`config.mk`:
```
export PLATFORM = sky130hd
export DESIGN_NAME = pn3_front
export DESIGN_NICKNAME = d
export VERILOG_FILES = /design/src/rtl/core/pn3_pkg.sv /design/src/rtl/core/pn3_front.sv
export SDC_FILE = /design/constraint.sdc
export NUM_CORES = 1
export LEC_CHECK = 0
export BUFFER_PORTS_ARGS = -buffer_cell sky130_fd_sc_hd__buf_4
export CAP_MARGIN = 20
export CELL_PAD_IN_SITES_DETAIL_PLACEMENT = 0
export CELL_PAD_IN_SITES_GLOBAL_PLACEMENT = 1
export CORE_MARGIN = 2
export CORE_UTILIZATION = 30
export DETAILED_ROUTE_END_ITERATION = 16
export PLACE_DENSITY_LB_ADDON = 0.1
export SLEW_MARGIN = 5
export SYNTH_ARGS = -nofsm -noshare
export SYNTH_HDL_FRONTEND = slang
export SYNTH_SLANG_ARGS = --single-unit
```
`constraint.sdc`:
```
create_clock -name aclk -period 1.8 [get_ports aclk]
set_clock_uncertainty 0.15 [all_clocks]
set_input_delay 0.36 -clock aclk [delete_from_list [all_inputs] [get_ports aclk]]
set_output_delay 0.36 -clock aclk [all_outputs]
set_load 0.05 [all_outputs]
```
`src/rtl/core/pn3_pkg.sv`:
```
// Package for the 3D gradient noise block: shared constants, operation codes
// and gradient selection codes. No dependencies.
package pn3_pkg;

    // Defaults for the top-level parameters
    localparam int DEF_TABLE_SIZE = 256;
    localparam int DEF_FRAC_BITS  = 16;

    // Fixed field widths
    localparam int COORD_W = 32;
    localparam int CELL_W  = 8;
    localparam int PERM_W  = 8;
    localparam int OUT_W   = 18;

    // Output saturation limits (Q2.15)
    localparam int OUT_MAX = 131071;
    localparam int OUT_MIN = -131072;
    localparam int OUT_FRAC = 15;

    // Queue between front and back
    localparam int QUEUE_DEPTH = 4;
    localparam int QPTR_W      = $clog2(QUEUE_DEPTH);
    localparam int QCNT_W      = $clog2(QUEUE_DEPTH + 1);

    // Operation codes
    typedef enum logic {
        OP_EVAL = 1'b0,
        OP_LOAD = 1'b1
    } op_t;

    // Gradient selection codes (low four hash bits)
    localparam logic [3:0] GRAD_U_Y_FROM = 4'd8;
    localparam logic [3:0] GRAD_V_Y_BELOW = 4'd4;
    localparam logic [3:0] GRAD_V_X_A    = 4'd12;
    localparam logic [3:0] GRAD_V_X_B    = 4'd14;

    // Width of one queue entry for a given fraction width
    function automatic int entry_width(input int frac_bits);
        return 1 + 3 * CELL_W + 3 * frac_bits + 2 * PERM_W;
    endfunction

endpackage

```
`src/rtl/core/pn3_front.sv`:
```
// Front stage: takes input transactions, splits coordinates into cell and
// fraction, packs the entry for the queue. Depends on pn3_pkg.
module pn3_front #(
    parameter int FRAC_BITS = pn3_pkg::DEF_FRAC_BITS,
    parameter int ENTRY_W   = pn3_pkg::entry_width(pn3_pkg::DEF_FRAC_BITS)
) (
    input  logic                               aclk,
    input  logic                               aresetn,
    input  logic                               s_valid,
    output logic                               s_ready,
    input  logic                               s_operation,
    input  logic signed [pn3_pkg::COORD_W-1:0] s_coord_x,
    input  logic signed [pn3_pkg::COORD_W-1:0] s_coord_y,
    input  logic signed [pn3_pkg::COORD_W-1:0] s_coord_z,
    input  logic [pn3_pkg::PERM_W-1:0]         s_entry_index,
    input  logic [pn3_pkg::PERM_W-1:0]         s_entry_value,
    output logic                               q_valid,
    input  logic                               q_ready,
    output logic [ENTRY_W-1:0]                 q_data
);

    logic               valid_reg;
    logic [ENTRY_W-1:0] data_reg;
    logic [ENTRY_W-1:0] data_next;
    logic               is_load;

    // Classify and split fields
    always_comb begin
        is_load   = (pn3_pkg::op_t'(s_operation) == pn3_pkg::OP_LOAD);
        data_next = {is_load,
                     s_coord_x[FRAC_BITS +: pn3_pkg::CELL_W],
                     s_coord_y[FRAC_BITS +: pn3_pkg::CELL_W],
                     s_coord_z[FRAC_BITS +: pn3_pkg::CELL_W],
                     s_coord_x[FRAC_BITS-1:0],
                     s_coord_y[FRAC_BITS-1:0],
                     s_coord_z[FRAC_BITS-1:0],
                     s_entry_index,
                     s_entry_value};
    end

    assign s_ready = !valid_reg || q_ready;
    assign q_valid = valid_reg;
    assign q_data  = data_reg;

    // Holding register
    always_ff @(posedge aclk) begin
        if (!aresetn) begin
            valid_reg <= 1'b0;
        end else if (s_ready) begin
            valid_reg <= s_valid;
        end
    end

    always_ff @(posedge aclk) begin
        if (s_valid && s_ready) begin
            data_reg <= data_next;
        end
    end

endmodule

```
# Yosys cells after proc, flatten, opt, wreduce, memory -nomap -nowiden
# Cells that the tools add are included.
classes:
  n_reduce_logical: 3
ops:
  columns: ["op", "count"]
  rows:
  - ["1-bit logical AND", 1]
  - ["1-bit logical NOT", 1]
  - ["1-bit logical OR", 1]
totals:
  ff_bits: 90
  in_bits: 117
  output_inout_bits: 91
  wordCells: 5

# Depth between registers and ports, before layout
logic_depth:
  ltp_word: 3
  mapped_depth: 2
  mapped_depth_nobuf: 2

# Worst setup path before layout
# OpenSTA, ideal clock, no wires.
synth_path:
  path_kind: "register to register"
  from: "register valid_reg (netlist: q_valid)"
  to: "register data_reg[0] (netlist: q_data[0]), enable pin"
  setup_time_ps: 385
  arrival_time_ps: 1496
  required_time_ps: 1265
  setup_slack_ps: -231
  path_stages_with_launch: 3
  synth_period_minus_slack_ps: 2031
  cell_sequence: "dfxtp_1 nand2b_4 and2_4"
synth_via:
  elab_chain_cells: 3
synth_rtl:
  columns: ["element", "line_no", "source"]
  rows:
  - ["from (decl)", "pn3_front.sv:22", "logic valid_reg;"]
  - ["from (signal assigned)", "pn3_front.sv:50", "valid_reg <= s_valid;"]
  - ["1-bit logical NOT", "pn3_front.sv:41", "assign s_ready = !valid_reg || q_ready;"]
  - ["1-bit logical OR", "pn3_front.sv:41", null]
  - ["named net s_ready", "pn3_front.sv:10", "output logic s_ready,"]
  - ["1-bit logical AND", "pn3_front.sv:55", "if (s_valid && s_ready) begin"]
  - ["to (signal assigned)", "pn3_front.sv:56", "data_reg <= data_next;"]
  - ["to (decl)", "pn3_front.sv:23", "logic [ENTRY_W-1:0] data_reg;"]
# The timed path passes the listed nets, and every way through them passes these cells.
# A chain may end at the register's enable or synchronous reset.

# Worst setup path after layout
layout_path:
  from: "register valid_reg (netlist: q_valid)"
  to: "output s_ready"
layout_via:
  elab_chain_cells: 2
layout_rtl:
  columns: ["element", "line_no"]
  rows:
  - ["1-bit logical NOT", "pn3_front.sv:41"]
  - ["1-bit logical OR", "pn3_front.sv:41"]
  - ["to (decl)", "pn3_front.sv:10"]
# Every way passes these cells.

==> impl_metrics.prom <==
# TYPE chip_impl_metric gauge
chip_impl_info{name="status",value="complete, no violations"} 1
chip_impl_metric{name="critical_path_fanouts_max",unit=""} 3
chip_impl_metric{name="setup_viol",unit=""} 0
chip_impl_metric{name="leakage_power",unit="nW"} 1.95
chip_impl_metric{name="pwr-share-seq",unit=""} 0.520
chip_impl_metric{name="synthToLayoutAreaGrowth",unit="%"} 70.1
chip_impl_metric{name="min_period_over_period",unit=""} 0.817
chip_impl_metric{name="finalWorstSetupSlack",unit="ns"} 0.330
chip_impl_metric{name="cts.sinks",unit=""} 90
chip_impl_metric{name="initial_utilization",unit=""} 0.312
chip_impl_metric{name="worst_ir_drop_vdd",unit="mV"} 0.449
chip_impl_metric{name="path_length_in_cells_of_the_critical_path",unit=""} 2
chip_impl_metric{name="detail_route.vias_per_cell",unit=""} 4.06
chip_impl_info{name="clockRootBuffer",value="sky130_fd_sc_hd__clkbuf_8"} 1
chip_impl_metric{name="power.switching",unit="mW"} 1.24
chip_impl_metric{name="reg2regPathDepth",unit=""} 3
chip_impl_metric{name="worst_ep_required_time",unit="ns"} 1.29
chip_impl_metric{name="crit_buf_inv",unit=""} 1
chip_impl_metric{name="placedCellCount",unit=""} 387
chip_impl_metric{name="post-route-min-period",unit="ns"} 1.47
chip_impl_metric{name="diode_count",unit=""} 0
chip_impl_metric{name="detail_route.wirelength",unit="um"} 6050
chip_impl_metric{name="share_of_synthesized_area_occupied_by_flip_flops_and_latches",unit=""} 0.986
chip_impl_metric{name="layout_cells_excl_fill",unit=""} 418
chip_impl_metric{name="synth_cell_type_count",unit=""} 6
chip_impl_metric{name="pwr_density_cell",unit="mW/mm2"} 1030
chip_impl_metric{name="cts_hold_buffers",unit=""} 0
chip_impl_info{name="worstSetupStartpointType",value="register"} 1
chip_impl_metric{name="final_layout_size_suffix_gt1_frac",unit=""} 0.652
chip_impl_metric{name="buffers_on_ports",unit=""} 183
chip_impl_metric{name="finalMaxSlewViolations",unit=""} 0
chip_impl_metric{name="post_drt_wl_per_cell",unit="um"} 14.5
chip_impl_info{name="path_delay_family",value="flip-flops"} 1
chip_impl_metric{name="antenna_violating_nets_remaining",unit=""} 0
chip_impl_metric{name="final_net_count",unit=""} 422
chip_impl_metric{name="grt_pass1_vias",unit=""} 1567
chip_impl_metric{name="post-place-ws",unit="ns"} 0.222
chip_impl_metric{name="sw_frac_of_total",unit=""} 0.260
chip_impl_metric{name="finalHoldViolations",unit=""} 0
chip_impl_info{name="cell_by_cell_trace_of_the_critical_path",value="nand2b_4 > buf_4"} 1
chip_impl_metric{name="grt_start_max_net_pins",unit=""} 42
chip_impl_metric{name="crit_path_max_incr_delay",unit="ns"} 0.35
chip_impl_info{name="hp-class",value="in2reg"} 1
chip_impl_metric{name="slew_headroom",unit=""} 0.853
chip_impl_metric{name="grt_overflow",unit=""} 0
chip_impl_metric{name="mappedNetlistNets",unit=""} 211
chip_impl_info{name="tritoncts_clock_tree",value="done"} 1
chip_impl_metric{name="least_margin_pin_slew",unit="ns"} 0.220
chip_impl_metric{name="clkLatencyLatePin",unit="ns"} 0.34
chip_impl_metric{name="final.setup.tns",unit="ns"} 0
chip_impl_metric{name="combinational_cell_fraction_of_total_power",unit=""} 0.177
chip_impl_metric{name="vias",unit=""} 1697
chip_impl_metric{name="wire_length_of_the_first_global_routing_pass",unit="um"} 8500
chip_impl_info{name="timing.setup.critical_path_class",value="reg2out"} 1
chip_impl_metric{name="htreeDepth",unit=""} 3
chip_impl_metric{name="fp.coreArea",unit="mm2"} 0.00876
chip_impl_info{name="rsz0062_at_grt",value="no"} 1
chip_impl_metric{name="synthesis.yosys.warnings",unit=""} 0
chip_impl_metric{name="place_congestion",unit=""} 0.694
chip_impl_metric{name="io_pins",unit=""} 208
chip_impl_metric{name="clk_pin_slew",unit="ns"} 0.08
chip_impl_metric{name="clock_path_buffers",unit=""} 2
chip_impl_metric{name="die_h",unit="um"} 99.4
chip_impl_metric{name="row_count",unit=""} 34
chip_impl_metric{name="postCtsResizedCells",unit=""} 0
chip_impl_metric{name="drt_drc_violations_left",unit=""} 0
chip_impl_metric{name="whs_path_depth",unit=""} 1
chip_impl_metric{name="syn_area",unit="mm2"} 0.00273
chip_impl_metric{name="drt_iter0_drc",unit=""} 59
chip_impl_metric{name="cts_made_buffers",unit=""} 9
chip_impl_metric{name="die-width",unit="um"} 99.4
chip_impl_metric{name="share_clk_of_total_power",unit=""} 0.303
chip_impl_metric{name="die-area",unit="mm2"} 0.00988
chip_impl_metric{name="postSynthRegisterBits",unit=""} 90
chip_impl_metric{name="placed_cell_area",unit="mm2"} 0.00428
chip_impl_metric{name="antenna_found_initial",unit=""} 0
chip_impl_metric{name="synthesis.area_per_instance",unit="um2"} 29.0
chip_impl_metric{name="drv_cap",unit=""} 0
chip_impl_metric{name="cellInternalPower",unit="mW"} 3.53
chip_impl_metric{name="grt_use_total",unit=""} 0.119
chip_impl_metric{name="synth_cells",unit=""} 94
chip_impl_metric{name="post-cts-setup-buffer-count",unit=""} 0
chip_impl_metric{name="regToRegSetupSlack",unit="ns"} 0.38
chip_impl_info{name="critPathCaptureType",value="output pin"} 1
chip_impl_metric{name="drt-pass1-iter-count",unit=""} 3
chip_impl_metric{name="cell_area_after_layout",unit="mm2"} 0.00464
chip_impl_metric{name="maxClockFrequency",unit="GHz"} 0.680
chip_impl_metric{name="critPathArrivalTime",unit="ns"} 0.96
chip_impl_info{name="worst_path_max_delay_cell",value="sky130_fd_sc_hd__dfxtp_4"} 1
[cells by family after synthesis]
kind of cell	share of synthesized area
AO/OA/AOI/OAI	0.00412
buffers and inverters	0.00137
flip-flops	0.986
AND/OR/NAND/NOR	0.00825
[cells in the mapped netlist]
library cell | n | area (um2)
sky130_fd_sc_hd__inv_1 | 1 | 3.75
sky130_fd_sc_hd__and2_4 | 1 | 8.76
sky130_fd_sc_hd__dfxtp_1 | 1 | 20.0
sky130_fd_sc_hd__edfxtp_1 | 89 | 2670
sky130_fd_sc_hd__a21boi_2 | 1 | 11.3
sky130_fd_sc_hd__nand2b_4 | 1 | 13.8
[cell type report]
cell class / instances / area (um2)
clock buffer: 11 / 131
clock inverter: 5 / 78.8
fill: 738 / 4120
inverter: 1 / 3.75
multi-input combinational: 3 / 33.8
sequential: 90 / 2700
tap: 108 / 135
timing repair buffer: 200 / 1560
[final timing paths]
path	from	end
max reg2reg	q_valid	q_data[46]
min reg2reg	q_valid	q_valid
max	q_valid	s_ready
min	s_entry_index[3]	q_data[11]
[worst reg2reg max path, cell delays in order, from the launching register on]
cell	delay, ns
sky130_fd_sc_hd__dfxtp_4	0.35
sky130_fd_sc_hd__nand2b_4	0.07
sky130_fd_sc_hd__and2_4	0.26
sky130_fd_sc_hd__buf_12	0.27
[power by group through the flow]
stage                     Combinational, mW  Sequential [mW]  Clock (mW)
after floorplan                      0.0461             2.95           0
after global placement                0.825             2.52           0
after detailed placement              0.828             2.53           0
after CTS                             0.828             2.48        1.52
after global routing                  0.878             2.49        1.60
final                                 0.846             2.48        1.45
[per-stage QoR]
step | total power, mW | hold WS, ns | utilization
CTS | 4.83 | 0.00857 | 0.513
finish | 4.77 | 0.0357 | 0.530
detailed placement | 3.35 | 0.346 | 0.489
global route | 4.96 | 0.000524 | 0.530
floorplan | 2.99 | 0.309 | -
global placement | 3.35 | 0.338 | 0.489
[sequential cells by signal (all words and copies together) (netlist names)]
| signal | flops |
|---|---|
| q_data | 89 |
| q_valid | 1 |
[routing by layer]
| metal | GRT usage | vias up | wire length, um |
|---|---|---|---|
| met1 | 0.133 | 791 | 2080 |
| met3 | 0.0541 | 13 | 588 |
| met5 | 0 | - | 0 |
| met4 | 0.0759 | 0 | 172 |
| met2 | 0.183 | 94 | 3200 |
| li1 | - | 799 | - |
[cells in the final DEF (no fill, tap or decap)]
master	n
sky130_fd_sc_hd__bufinv_16	2
sky130_fd_sc_hd__clkbuf_8	9
sky130_fd_sc_hd__edfxtp_1	89
sky130_fd_sc_hd__clkinv_1	1
sky130_fd_sc_hd__and2_4	1
sky130_fd_sc_hd__inv_1	1
sky130_fd_sc_hd__nand2b_4	1
sky130_fd_sc_hd__clkbuf_1	2
sky130_fd_sc_hd__clkinvlp_4	2
sky130_fd_sc_hd__a21boi_2	1
sky130_fd_sc_hd__dfxtp_4	1
sky130_fd_sc_hd__buf_12	2
sky130_fd_sc_hd__buf_4	183
sky130_fd_sc_hd__dlygate4sd3_1	15
Power figures use the tool's default switching activity.
