File: src/rtl/core/pn3_pkg.sv
// Package for the 3D gradient noise block: shared constants, operation codes
// and gradient selection codes. No dependencies.
package pn3_pkg;

    // Defaults for the top-level parameters
    localparam int DEF_TABLE_SIZE = 256;
    localparam int DEF_FRAC_BITS  = 16;

    // Fixed field widths
    localparam int COORD_W = 32;
    localparam int CELL_W  = 8;
    localparam int PERM_W  = 8;
    localparam int OUT_W   = 18;

    // Output saturation limits (Q2.15)
    localparam int OUT_MAX = 131071;
    localparam int OUT_MIN = -131072;
    localparam int OUT_FRAC = 15;

    // Queue between front and back
    localparam int QUEUE_DEPTH = 4;
    localparam int QPTR_W      = $clog2(QUEUE_DEPTH);
    localparam int QCNT_W      = $clog2(QUEUE_DEPTH + 1);

    // Operation codes
    typedef enum logic {
        OP_EVAL = 1'b0,
        OP_LOAD = 1'b1
    } op_t;

    // Gradient selection codes (low four hash bits)
    localparam logic [3:0] GRAD_U_Y_FROM = 4'd8;
    localparam logic [3:0] GRAD_V_Y_BELOW = 4'd4;
    localparam logic [3:0] GRAD_V_X_A    = 4'd12;
    localparam logic [3:0] GRAD_V_X_B    = 4'd14;

    // Width of one queue entry for a given fraction width
    function automatic int entry_width(input int frac_bits);
        return 1 + 3 * CELL_W + 3 * frac_bits + 2 * PERM_W;
    endfunction

endpackage

File: src/rtl/core/pn3_queue.sv
// Short queue between the front and back stages.
// Depends on pn3_pkg for depth and pointer widths.
module pn3_queue #(
    parameter int DATA_W = pn3_pkg::entry_width(pn3_pkg::DEF_FRAC_BITS)
) (
    input  logic              aclk,
    input  logic              aresetn,
    input  logic              in_valid,
    output logic              in_ready,
    input  logic [DATA_W-1:0] in_data,
    output logic              out_valid,
    input  logic              out_ready,
    output logic [DATA_W-1:0] out_data
);

    logic [DATA_W-1:0]          mem [pn3_pkg::QUEUE_DEPTH];
    logic [pn3_pkg::QPTR_W-1:0] wr_ptr_reg;
    logic [pn3_pkg::QPTR_W-1:0] rd_ptr_reg;
    logic [pn3_pkg::QCNT_W-1:0] count_reg;
    logic [pn3_pkg::QCNT_W-1:0] count_next;
    logic                       push;
    logic                       pop;

    assign in_ready  = (count_reg != pn3_pkg::QCNT_W'(pn3_pkg::QUEUE_DEPTH));
    assign out_valid = (count_reg != '0);
    assign out_data  = mem[rd_ptr_reg];
    assign push      = in_valid && in_ready;
    assign pop       = out_valid && out_ready;

    always_comb begin
        count_next = count_reg;
        if (push && !pop) begin
            count_next = count_reg + 1'b1;
        end else if (pop && !push) begin
            count_next = count_reg - 1'b1;
        end
    end

    // Pointers and fill count
    always_ff @(posedge aclk) begin
        if (!aresetn) begin
            wr_ptr_reg <= '0;
            rd_ptr_reg <= '0;
            count_reg  <= '0;
        end else begin
            if (push) begin
                wr_ptr_reg <= wr_ptr_reg + 1'b1;
            end
            if (pop) begin
                rd_ptr_reg <= rd_ptr_reg + 1'b1;
            end
            count_reg <= count_next;
        end
    end

    // Storage
    always_ff @(posedge aclk) begin
        if (push) begin
            mem[wr_ptr_reg] <= in_data;
        end
    end

`ifndef SYNTH
    a_ptr_count_match: assert property (@(posedge aclk) disable iff (!aresetn)
        count_reg[pn3_pkg::QPTR_W-1:0] == pn3_pkg::QPTR_W'(wr_ptr_reg - rd_ptr_reg))
        else $error("queue count disagrees with pointers");
    a_count_up: assert property (@(posedge aclk) disable iff (!aresetn)
        (push && !pop) |=> count_reg == $past(count_reg) + 1'b1)
        else $error("queue count did not grow on push");
    a_count_down: assert property (@(posedge aclk) disable iff (!aresetn)
        (pop && !push) |=> count_reg == $past(count_reg) - 1'b1)
        else $error("queue count did not shrink on pop");
`endif

endmodule

File: config.mk
export PLATFORM = sky130hd
export DESIGN_NAME = pn3_queue
export DESIGN_NICKNAME = d
export VERILOG_FILES = /design/src/rtl/core/pn3_pkg.sv /design/src/rtl/core/pn3_queue.sv
export SDC_FILE = /design/constraint.sdc
export NUM_CORES = 1
export LEC_CHECK = 0
export ABC_AREA = 0
export BUFFER_PORTS_ARGS = -buffer_cell sky130_fd_sc_hd__buf_2
export CELL_PAD_IN_SITES_DETAIL_PLACEMENT = 1
export CELL_PAD_IN_SITES_GLOBAL_PLACEMENT = 2
export CORE_ASPECT_RATIO = 1.2
export CORE_UTILIZATION = 48
export CTS_CLUSTER_SIZE = 28
export DETAILED_ROUTE_END_ITERATION = 12
export PLACE_DENSITY_LB_ADDON = 0.1
export SYNTH_ARGS = -nofsm -noshare
export SYNTH_HDL_FRONTEND = slang
export SYNTH_SLANG_ARGS = --single-unit
File: constraint.sdc
create_clock -name aclk -period 6.4 [get_ports aclk]
set_clock_uncertainty 0.15 [all_clocks]
set_input_delay 0.32 -clock aclk [delete_from_list [all_inputs] [get_ports aclk]]
set_output_delay 0.32 -clock aclk [all_outputs]
set_load 0.05 [all_outputs]
After elaboration in Yosys (flattened, before gate mapping)
Memory sizes are Yosys's and may differ from the RTL's. A register that Yosys moved wholly into a read port is not among the register bits.
Index checks and enable logic that the tools add are counted.
W data, S select, Z words.
- add/subtract/negate cells: 4
- reductions and logical operators: 8
- eq/ne operators: 1
- mux-type cells: 6
- operators by type and width (kind ; count):
    $mux W3 ; 2
    $add A2 B1 Y2 const B ; 2
    $logic_and A1 B1 Y1 ; 4
    $mux W2 ; 2
    $add A3 B1 Y3 const B ; 1
    $ne A3 B3 Y1 const B ; 1
    $reduce_bool A3 Y1 ; 1
    $sub A3 B1 Y3 const B ; 1
    $logic_not A1 Y1 ; 2
    $mux W1 ; 2
    $reduce_bool A2 Y1 ; 1
- bits in writable memories: 356
- memories: 1
- register bits after elaboration: 7
- word-level logic and storage cells: 23
- output and inout bits: 91
- bits of input ports: 93
- memory list (name ; depth ; width ; rd ports ; clocked after memory_dff ; write ports ; line ; source):
    mem ; 4 ; 89 ; 1 ; 1 ; 1 ; pn3_queue.sv:16 ; logic [DATA_W-1:0] mem [pn3_pkg::QUEUE_DEPTH];

Logic depth before layout (Yosys ltp)
Gate-level depths: netlist (run 1).
- word-level depth: 6
- depth in mapped cells: 8

Least setup slack after synthesis (run 1)
No wires, ideal clock.
- path type: flip-flop to flip-flop
- start point: reg count_reg[0] (netlist name)
- end point: mem mem[0][0] (netlist name), enable pin
- buffers on the path: 0
- library setup time: 457 ps
- cell stages (with the launch flop): 4
- period minus slack after synthesis: 3494 ps
- data required time: 5793 ps
- arrival time: 2886 ps
- setup slack: 2906 ps
- cells stage by stage: dfxtp_1 nor2_1 a21boi_2 and2_1
- cells in the longest elaborated chain, start to end: 4
- ends and longest elaborated chain (item ; line ; source):
    from (decl) ; pn3_queue.sv:19 ; logic [pn3_pkg::QCNT_W-1:0] count_reg;
    from (signal assigned) ; pn3_queue.sv:52 ; count_reg <= count_next;
    $ne A3 B3 Y1 ; pn3_queue.sv:24 ; assign in_ready = (count_reg != pn3_pkg::QCNT_W'(pn3_pkg::QUEUE_DEPTH));
    $logic_and A1 B1 Y1 ; pn3_queue.sv:27 ; assign push = in_valid && in_ready;
    net push ; pn3_queue.sv:21 ; logic push;
    $mux W1 ; pn3_queue.sv:58 ; if (push) begin
    $mux W1 (implied by the code) ; pn3_queue.sv:59 ; mem[wr_ptr_reg] <= in_data;
    to (decl) ; pn3_queue.sv:16 ;
The timed path passes the listed nets, and every way through them passes these cells.

==> flow_metrics.env, run 1 <==
export IMPL_worst_pin_slew_ns=1.06
export IMPL_wl_per_cell_um=22.1
export IMPL_coreArea_sq_um=27200
export IMPL_synth_area_per_cell_sq_um=25.9
export IMPL_dp_hpwl_um=15300
export IMPL_final_setup_tns_ns=0
export IMPL_cpPeakStageDelay_ns=1.03
export IMPL_num_vias=6303
export IMPL_clock_latency_ns=0.50
export IMPL_die_y_um=184
export IMPL_syn2layout_area_growth_pct=26.0
export IMPL_synth_cells=513
export IMPL_cp_start_kind="register"
export IMPL_setup_viol=0
export IMPL_yosysSeqAreaShare=0.818
export IMPL_dieWidth_um=154
export IMPL_first_pass_iters=5
export IMPL_yosysTopAreaCell="edfxtp_1"
export IMPL_cts_made_buffers=37
export IMPL_fmax_mhz=295
export IMPL_path_cells="buf_4 -> mux4_2 -> buf_2"
export IMPL_die_area_sq_um=28400
export IMPL_antenna_found_initial=1
export IMPL_critPathTopFamily="flip-flops"
export IMPL_tritoncts="yes"
export IMPL_synthDominantCellAreaShare=0.804
export IMPL_grt_ovfl_total=0
export IMPL_worst_slack_ns=3.01
export IMPL_synth_nets=612
export IMPL_relSlewSlack=0.294
export IMPL_synth_simple_area_share=0.00687
export IMPL_synth_edff_count=356
export IMPL_ioPinCount=184
export IMPL_synth_cell_types=24
export IMPL_crit_fanout=51
export IMPL_pre_cts_ws_ns=3.40
export IMPL_critPathSlowestCell="dfxtp_4"
export IMPL_synth_area_leaders="edfxtp_1 80%, mux4_2 15%, dfxtp_1 1.4%"
export IMPL_vias_per_cell=5.34
export IMPL_finalHoldViolCount=0
export IMPL_cp_end_kind="primary output"
export IMPL_finalWeightedCongestion=0.705
export IMPL_grt_max_degree=54
export IMPL_synth_most_common_cell="edfxtp_1"
export IMPL_synth_seq_cells=365
export IMPL_cts_setup_buffers=0
export IMPL_start_util=0.489
export IMPL_outcome="complete, no violations"
export IMPL_final_nets=910
export IMPL_finalCriticalPeriod_ns=3.39
export IMPL_hold_buffers=90
export IMPL_max_cap_viol_count=0
export IMPL_ir_drop_mv=0.318
export IMPL_synth_main_ff_cell="edfxtp_1"
export IMPL_synthXorXnorAreaFrac=0.00264
export IMPL_critPathRequiredTime_ns=5.93
export IMPL_grt_pass1_vias=7079
export IMPL_power_total_uw=7500
export IMPL_rows=66
export IMPL_cellPowerDensity_nw_per_um2=448
export IMPL_io_buffers=183
export IMPL_synth_warnings=0
export IMPL_drv_slew=0
export IMPL_cts_resized=0
export IMPL_h_tree_depth=2
export IMPL_synthAdderAreaFrac=0.00621
export IMPL_synthArstFlopShare=0
export IMPL_routed_wl_um=26100
export IMPL_detail_route_antenna_nets=0
export IMPL_crit_type="reg2out"
export IMPL_cp_num_buf_inv=2
export IMPL_drt_iter0_drc=327
export IMPL_drive_above_1_share=0.405
export IMPL_fin_crit_sh=0.530
export IMPL_grt_pass1_wl_um=40300
export IMPL_clockBufferDepth=3
export IMPL_rsz0062_at_grt="false"
export IMPL_drc=0
export IMPL_largest_reg_flops=356
export IMPL_synth_mux_area_frac=0.153
export IMPL_path_clk_slew_ns=0.06
export IMPL_fin_hold_ws_ns=0.127
export IMPL_cts_root_buf="clkbuf_16"
export IMPL_p_leak_uw=0.00569
export IMPL_synth_common_cells="356 x edfxtp_1, 89 x mux4_2, 10 x buf_2, 9 x dfxtp_1"
export IMPL_syn_area_sq_um=13300
export IMPL_synth_compound_area_frac=0.00301
export IMPL_track_usage=0.191
export IMPL_min_path_type="in2reg"
export IMPL_synth_top_family_by_area="multiplexers"
export IMPL_cts_num_sinks=365
export IMPL_critical_path_arrival_ns=2.92
==> worst min-delay path, cell delays in order <==
cell and delay, ns:
buf_2 0.09, a21boi_2 0.20, mux2i_1 0.12
==> worst paths after layout <==
| kind | startpoint | endpoint | slack, ns | depth (start not counted) |
|---|---|---|---|---|
| setup / recovery | register | out_data[85] | 3.01 | 3 |
| hold / removal | in_valid | wr_ptr_reg[0] | 0.13 | 3 |
| setup reg to reg | count_reg[0] | mem[0][79] | 3.54 | 4 |
| hold reg to reg | wr_ptr_reg[0] | wr_ptr_reg[0] | 0.36 | 2 |
==> power breakdown <==
group          switching (uW)  leakage (uW)  internal (uW)  total, uW
clock network             859      0.000611           1350       2210
logic                    1500       0.00174            709       2210
registers                 171       0.00334           2910       3080
==> placed cells by master, fill, tap and decap left out, types with 4 or more instances in the layout <==
cell type      instances
clkinv_2               4
and2_1                 4
ha_1                   5
buf_4                  7
nand2_1                5
clkbuf_16             39
clkinv_1              11
dfxtp_1                7
buf_2                183
and2_4                 4
bufinv_16              6
mux4_2                89
dlygate4sd3_1         90
edfxtp_1             356
==> metal layers <==
| metal | routed length (um) | vias up | track usage |
|---|---|---|---|
| li1 | - | 2794 | - |
| met3 | 1220 | 43 | 0.0430 |
| met5 | 0 | - | 0 |
| met2 | 14100 | 161 | 0.348 |
| met1 | 10300 | 3305 | 0.226 |
| met4 | 517 | 0 | 0.0576 |
==> logic make-up (layout without fill, tap and decap cells) <==
family | after synthesis | after routing
simple gates | 17 | 17
other cells | 0 | 1
xor+xnor | 4 | 4
compound gates | 5 | 5
mux | 92 | 92
flops | 365 | 365
buf+inv | 24 | 351
fa+ha+maj | 6 | 6
==> area by class of cell <==
class / count / area, sq um
Sequential cell: 365 / 10900
Tap cell: 340 / 425
Inverter: 3 / 11.3
Timing Repair Buffer: 280 / 1870
Clock buffer: 42 / 987
Fill cell: 2249 / 10400
Multi-Input combinational cell: 124 / 2290
Antenna cell: 1 / 2.50
Clock inverter: 26 / 282
==> metrics by stage <==
stage | std cells | cell area, sq um | util
after floorplan | 513 | 13300 | -
after global placement | 1022 | 14600 | 0.537
after detailed placement | 1022 | 14600 | 0.537
after CTS | 1180 | 16700 | 0.616
after global routing | 1180 | 16700 | 0.616
final | 1181 | 16700 | 0.616
Power figures use the tool's default switching activity.
==> inputs of run 2 (changes only) <==
Settings changed: CORE_UTILIZATION 48 to 41.
Clock period 6.4 ns to 2.85 ns, I/O delays scaled along.
==> run 2 against run 1 <==
  * The run now ends with design-rule violations left
  * Highest routed layer unchanged
  * Worst hold slack better by 0.098 ns
  * Final cell count rose by 5.9%
  * Count of clock-buffer cells in the layout is 7 higher
  * Register-to-register slack worse by 3.3 ns
  * Critical path depth unchanged
  * Flip-flop and latch count did not move
  * Critical endpoint is now out_data[2]
==> flow_metrics.env, run 2 (same netlist as run 1, synthesis figures left out) <==
export IMPL_start_util=0.420
export IMPL_drt_iter0_drc=304
export IMPL_finalHoldViolCount=0
export IMPL_worst_slack_ns=0.271
export IMPL_max_cap_viol_count=0
export IMPL_multi_input_area_sq_um=2290
export IMPL_rows=71
export IMPL_die_y_um=199
export IMPL_worst_pin_slew_ns=0.543
export IMPL_finalCriticalPeriod_ns=2.58
export IMPL_cp_start_kind="register"
export IMPL_grt_pass1_wl_um=41100
export IMPL_crit_fanout=25
export IMPL_critical_path_arrival_ns=2.29
export IMPL_wl_per_cell_um=21.7
export IMPL_cts_setup_buffers=0
export IMPL_num_vias=6366
export IMPL_die_area_sq_um=33100
export IMPL_cts_num_sinks=365
export IMPL_grt_max_degree=40
export IMPL_cp_end_kind="primary output"
export IMPL_dieWidth_um=166
export IMPL_outcome="finished, violations left"
export IMPL_pre_cts_ws_ns=0.303
export IMPL_dp_hpwl_um=16200
export IMPL_ir_drop_mv=0.631
export IMPL_seq_area_sq_um=10900
export IMPL_finalWeightedCongestion=0.700
export IMPL_track_usage=0.167
export IMPL_relSlewSlack=0.633
export IMPL_n_fill_cell=2779
export IMPL_path_clk_slew_ns=0.06
export IMPL_final_setup_tns_ns=0
export IMPL_fin_hold_ws_ns=0.224
export IMPL_detail_route_antenna_nets=0
export IMPL_crit_type="reg2out"
export IMPL_cellPowerDensity_nw_per_um2=994
export IMPL_clock_latency_ns=0.52
export IMPL_min_path_type="in2reg"
export IMPL_grt_ovfl_total=0
export IMPL_coreArea_sq_um=31600
export IMPL_drive_above_1_share=0.405
export IMPL_fin_crit_sh=0.905
export IMPL_final_cell_mix="356 x edfxtp_1, 183 x buf_2, 93 x dlygate4sd3_1"
export IMPL_cts_resized=0
export IMPL_antenna_found_initial=0
export IMPL_first_pass_iters=8
export IMPL_syn2layout_area_growth_pct=28.2
export IMPL_rsz0062_at_grt="false"
export IMPL_drc=12
export IMPL_grt_pass1_vias=7247
export IMPL_routed_wl_um=27100
export IMPL_critPathRequiredTime_ns=2.56
export IMPL_hold_buffers=93
export IMPL_cts_root_buf="clkbuf_16"
export IMPL_tritoncts="yes"
export IMPL_cts_made_buffers=38
export IMPL_violations="design-rule violations"
export IMPL_final_nets=923
export IMPL_h_tree_depth=2
export IMPL_vias_per_cell=5.09
export IMPL_fmax_mhz=388
export IMPL_drv_slew=0
export IMPL_ioPinCount=184
export IMPL_final_common_cell="edfxtp_1"
export IMPL_n_antenna_cell=0
export IMPL_p_leak_uw=0.00578
export IMPL_largest_reg_flops=356
export IMPL_setup_viol=0
export IMPL_io_buffers=183
export IMPL_clockBufferDepth=3
run 2: critical path, stage by stage (launching register included):
cell     delay [ns]
dfxtp_4        0.65
buf_12         0.30
mux4_2         0.56
buf_2          0.23
run 2: final cells by class:
| class | instances | area share |
|---|---|---|
| multi-input cells | 124 | 0.135 |
| clock inverters | 17 | 0.0103 |
| well taps | 401 | 0.0294 |
| inverters | 3 | 0.000661 |
| clock buffers | 49 | 0.0619 |
| repair buffers | 292 | 0.125 |
| flip-flops and latches | 365 | 0.638 |
run 2: stage by stage:
step	area, sq um	utilization	total power [uW]	instances
6_report	17000	0.539	16900	1251
5_1_grt	17000	0.539	17600	1251
4_1_cts	17000	0.539	17200	1251
3_5_place_dp	14900	0.471	12200	1092
3_3_place_gp	14900	0.471	12100	1092
2_1_floorplan	13300	-	10800	513
run 2: path summary, 6_finish.rpt:
| path | from | end | slack [ns] | cells past startpoint |
|---|---|---|---|---|
| hold reg to reg | wr_ptr_reg[1] | wr_ptr_reg[1] | 0.36 | 2 |
| setup reg to reg | count_reg[0] | count_reg[2] | 0.28 | 8 |
| hold / removal | in_data[88] | mem[3][88] | 0.22 | 2 |
| setup / recovery | register | out_data[2] | 0.27 | 3 |
run 2: routing by layer:
layer	up-vias	global-route usage	wire, um
met4	0	0.0528	508
li1	2825	-	-
met3	39	0.0360	1310
met5	-	0	0
met2	150	0.311	15000
met1	3352	0.192	10400
run 2: power breakdown:
part           total, uW  switching (uW)  internal (uW)  leakage (uW)
sequential          6760             249           6510       0.00334
combinational       5300            3560           1740       0.00184
clock               4880            1920           2960      0.000597
==> inputs of run 3 (changes only) <==
Settings changed: PLACE_DENSITY_LB_ADDON 0.1 to 0.15.
==> run 3 against run 2 <==
  * The run still ends with design-rule violations left
  * Register-to-register slack better by 0.15 ns
  * Core utilization shrank 0.40 points
  * Sequential power is 1% lower
  * Final area is 0.75% lower
  * Largest cell class unchanged
==> flow_metrics.env, run 3 (same netlist as run 1, synthesis figures left out) <==
export IMPL_outcome="finished, violations left"
export IMPL_violations="design-rule violations"
export IMPL_detail_route_antenna_nets=0
export IMPL_syn2layout_area_growth_pct=27.3
export IMPL_grt_pass1_wl_um=40900
export IMPL_seq_area_sq_um=10900
export IMPL_finalCriticalPeriod_ns=2.44
export IMPL_min_path_type="in2reg"
export IMPL_setup_viol=0
export IMPL_grt_pass1_vias=7108
export IMPL_final_cell_mix="356 x edfxtp_1, 183 x buf_2, 91 x dlygate4sd3_1"
export IMPL_placed_area_sq_um=14800
export IMPL_n_fill_cell=2784
export IMPL_critPathSlowestCell="mux4_2"
export IMPL_io_buffers=183
export IMPL_num_vias=6238
export IMPL_start_util=0.420
export IMPL_critical_path_arrival_ns=2.15
export IMPL_p_leak_uw=0.00572
export IMPL_final_common_cell="edfxtp_1"
export IMPL_cts_setup_buffers=0
export IMPL_multi_input_area_sq_um=2290
export IMPL_clock_latency_ns=0.51
export IMPL_worst_pin_slew_ns=0.501
export IMPL_crit_type="reg2out"
export IMPL_ir_drop_mv=0.497
export IMPL_relSlewSlack=0.666
export IMPL_largest_reg_flops=356
export IMPL_finalHoldViolCount=0
export IMPL_cp_end_kind="primary output"
export IMPL_hold_depth=4
export IMPL_coreArea_sq_um=31600
export IMPL_power_total_uw=16600
export IMPL_cpPeakStageDelay_ns=0.59
export IMPL_die_area_sq_um=33100
export IMPL_final_setup_tns_ns=0
export IMPL_h_tree_depth=2
export IMPL_drt_iter0_drc=317
export IMPL_rows=71
export IMPL_vias_per_cell=5.00
export IMPL_finalWeightedCongestion=0.701
export IMPL_cp_num_cells=3
export IMPL_routed_wl_um=26800
export IMPL_tritoncts="yes"
export IMPL_path_cells="buf_12 -> mux4_2 -> buf_2"
export IMPL_dp_hpwl_um=16100
export IMPL_drc=11
export IMPL_cts_num_sinks=365
export IMPL_cts_made_buffers=37
export IMPL_crit_fanout=58
export IMPL_cellPowerDensity_nw_per_um2=982
export IMPL_final_nets=917
export IMPL_grt_ovfl_total=0
export IMPL_cts_root_buf="clkbuf_16"
export IMPL_critPathTopFamily="buffers and inverters"
export IMPL_pre_cts_ws_ns=0.420
export IMPL_dieWidth_um=166
export IMPL_wl_per_cell_um=21.5
export IMPL_track_usage=0.166
export IMPL_die_y_um=199
export IMPL_fmax_mhz=410
export IMPL_drive_above_1_share=0.405
export IMPL_max_cap_viol_count=0
export IMPL_path_clk_slew_ns=0.06
export IMPL_worst_slack_ns=0.409
export IMPL_fin_crit_sh=0.856
export IMPL_critPathRequiredTime_ns=2.56
export IMPL_drv_slew=0
export IMPL_reg2reg_depth=7
export IMPL_design_area_sq_um=16900
export IMPL_ioPinCount=184
export IMPL_grt_max_degree=59
export IMPL_antenna_found_initial=2
export IMPL_first_pass_iters=9
export IMPL_cts_resized=0
export IMPL_cp_num_buf_inv=2
export IMPL_rsz0062_at_grt="false"
export IMPL_clockBufferDepth=3
export IMPL_cp_start_kind="register"
export IMPL_hold_buffers=91
[run 3: cell count changes in the layout (fill, tap and decap cells not counted), moves of 2 or more]
cell,previous run,this run
clkbuf_8,0,2
clkbuf_16,41,39
clkinv_2,3,6
buf_12,13,11
bufinv_16,4,2
dlygate4sd3_1,93,91
[run 3: per-stage QoR]
step,hold WS (ns),instances,utilization
after global placement,0.202,1089,0.469
after global routing,0.0721,1248,0.535
after floorplan,0.0914,513,-
final,0.0434,1248,0.535
after detailed placement,0.210,1089,0.469
after CTS,0.0290,1247,0.535
[run 3: path summary, 6_finish.rpt]
kind / from / to / slack [ns]
max: register / out_data[26] / 0.41
min: in_valid / wr_ptr_reg[1] / 0.04
max reg2reg: count_reg[0] / count_reg[2] / 0.43
min reg2reg: wr_ptr_reg[1] / wr_ptr_reg[1] / 0.35
[run 3: metal layers]
| metal | wire [um] | up-vias | GRT usage | part of all wire |
|---|---|---|---|---|
| li1 | - | 2816 | - | - |
| met1 | 10700 | 3233 | 0.201 | 0.40 |
| met2 | 14100 | 138 | 0.298 | 0.53 |
| met3 | 1390 | 49 | 0.0366 | 0.052 |
| met4 | 550 | 2 | 0.0494 | 0.021 |
| met5 | 10 | - | 0 | 0.00037 |
[run 3: worst reg2reg max path, stage by stage (launching register included)]
cell and delay, ns:
dfxtp_1 0.37, o31ai_1 0.43, ha_1 0.28, inv_1 0.07, fa_1 0.39, xor2_1 0.19, or3_1 0.32, a21boi_0 0.16
[run 3: power breakdown]
group          internal [uW]  leakage [uW]  total [uW]  switching (uW)
sequential              6520       0.00334        6670             156
combinational           1690       0.00181        5340            3650
clock                   2730      0.000574        4610            1880
total                  10900       0.00572       16600            5690
[run 3: cell type report]
type                       count  share of cell area
inverter                       3            0.000666
antenna                        1            0.000148
tap                          401              0.0297
clock buffer                  48              0.0609
sequential                   365               0.643
timing repair buffer         287               0.122
multi-input combinational    124               0.136
clock inverter                19             0.00828
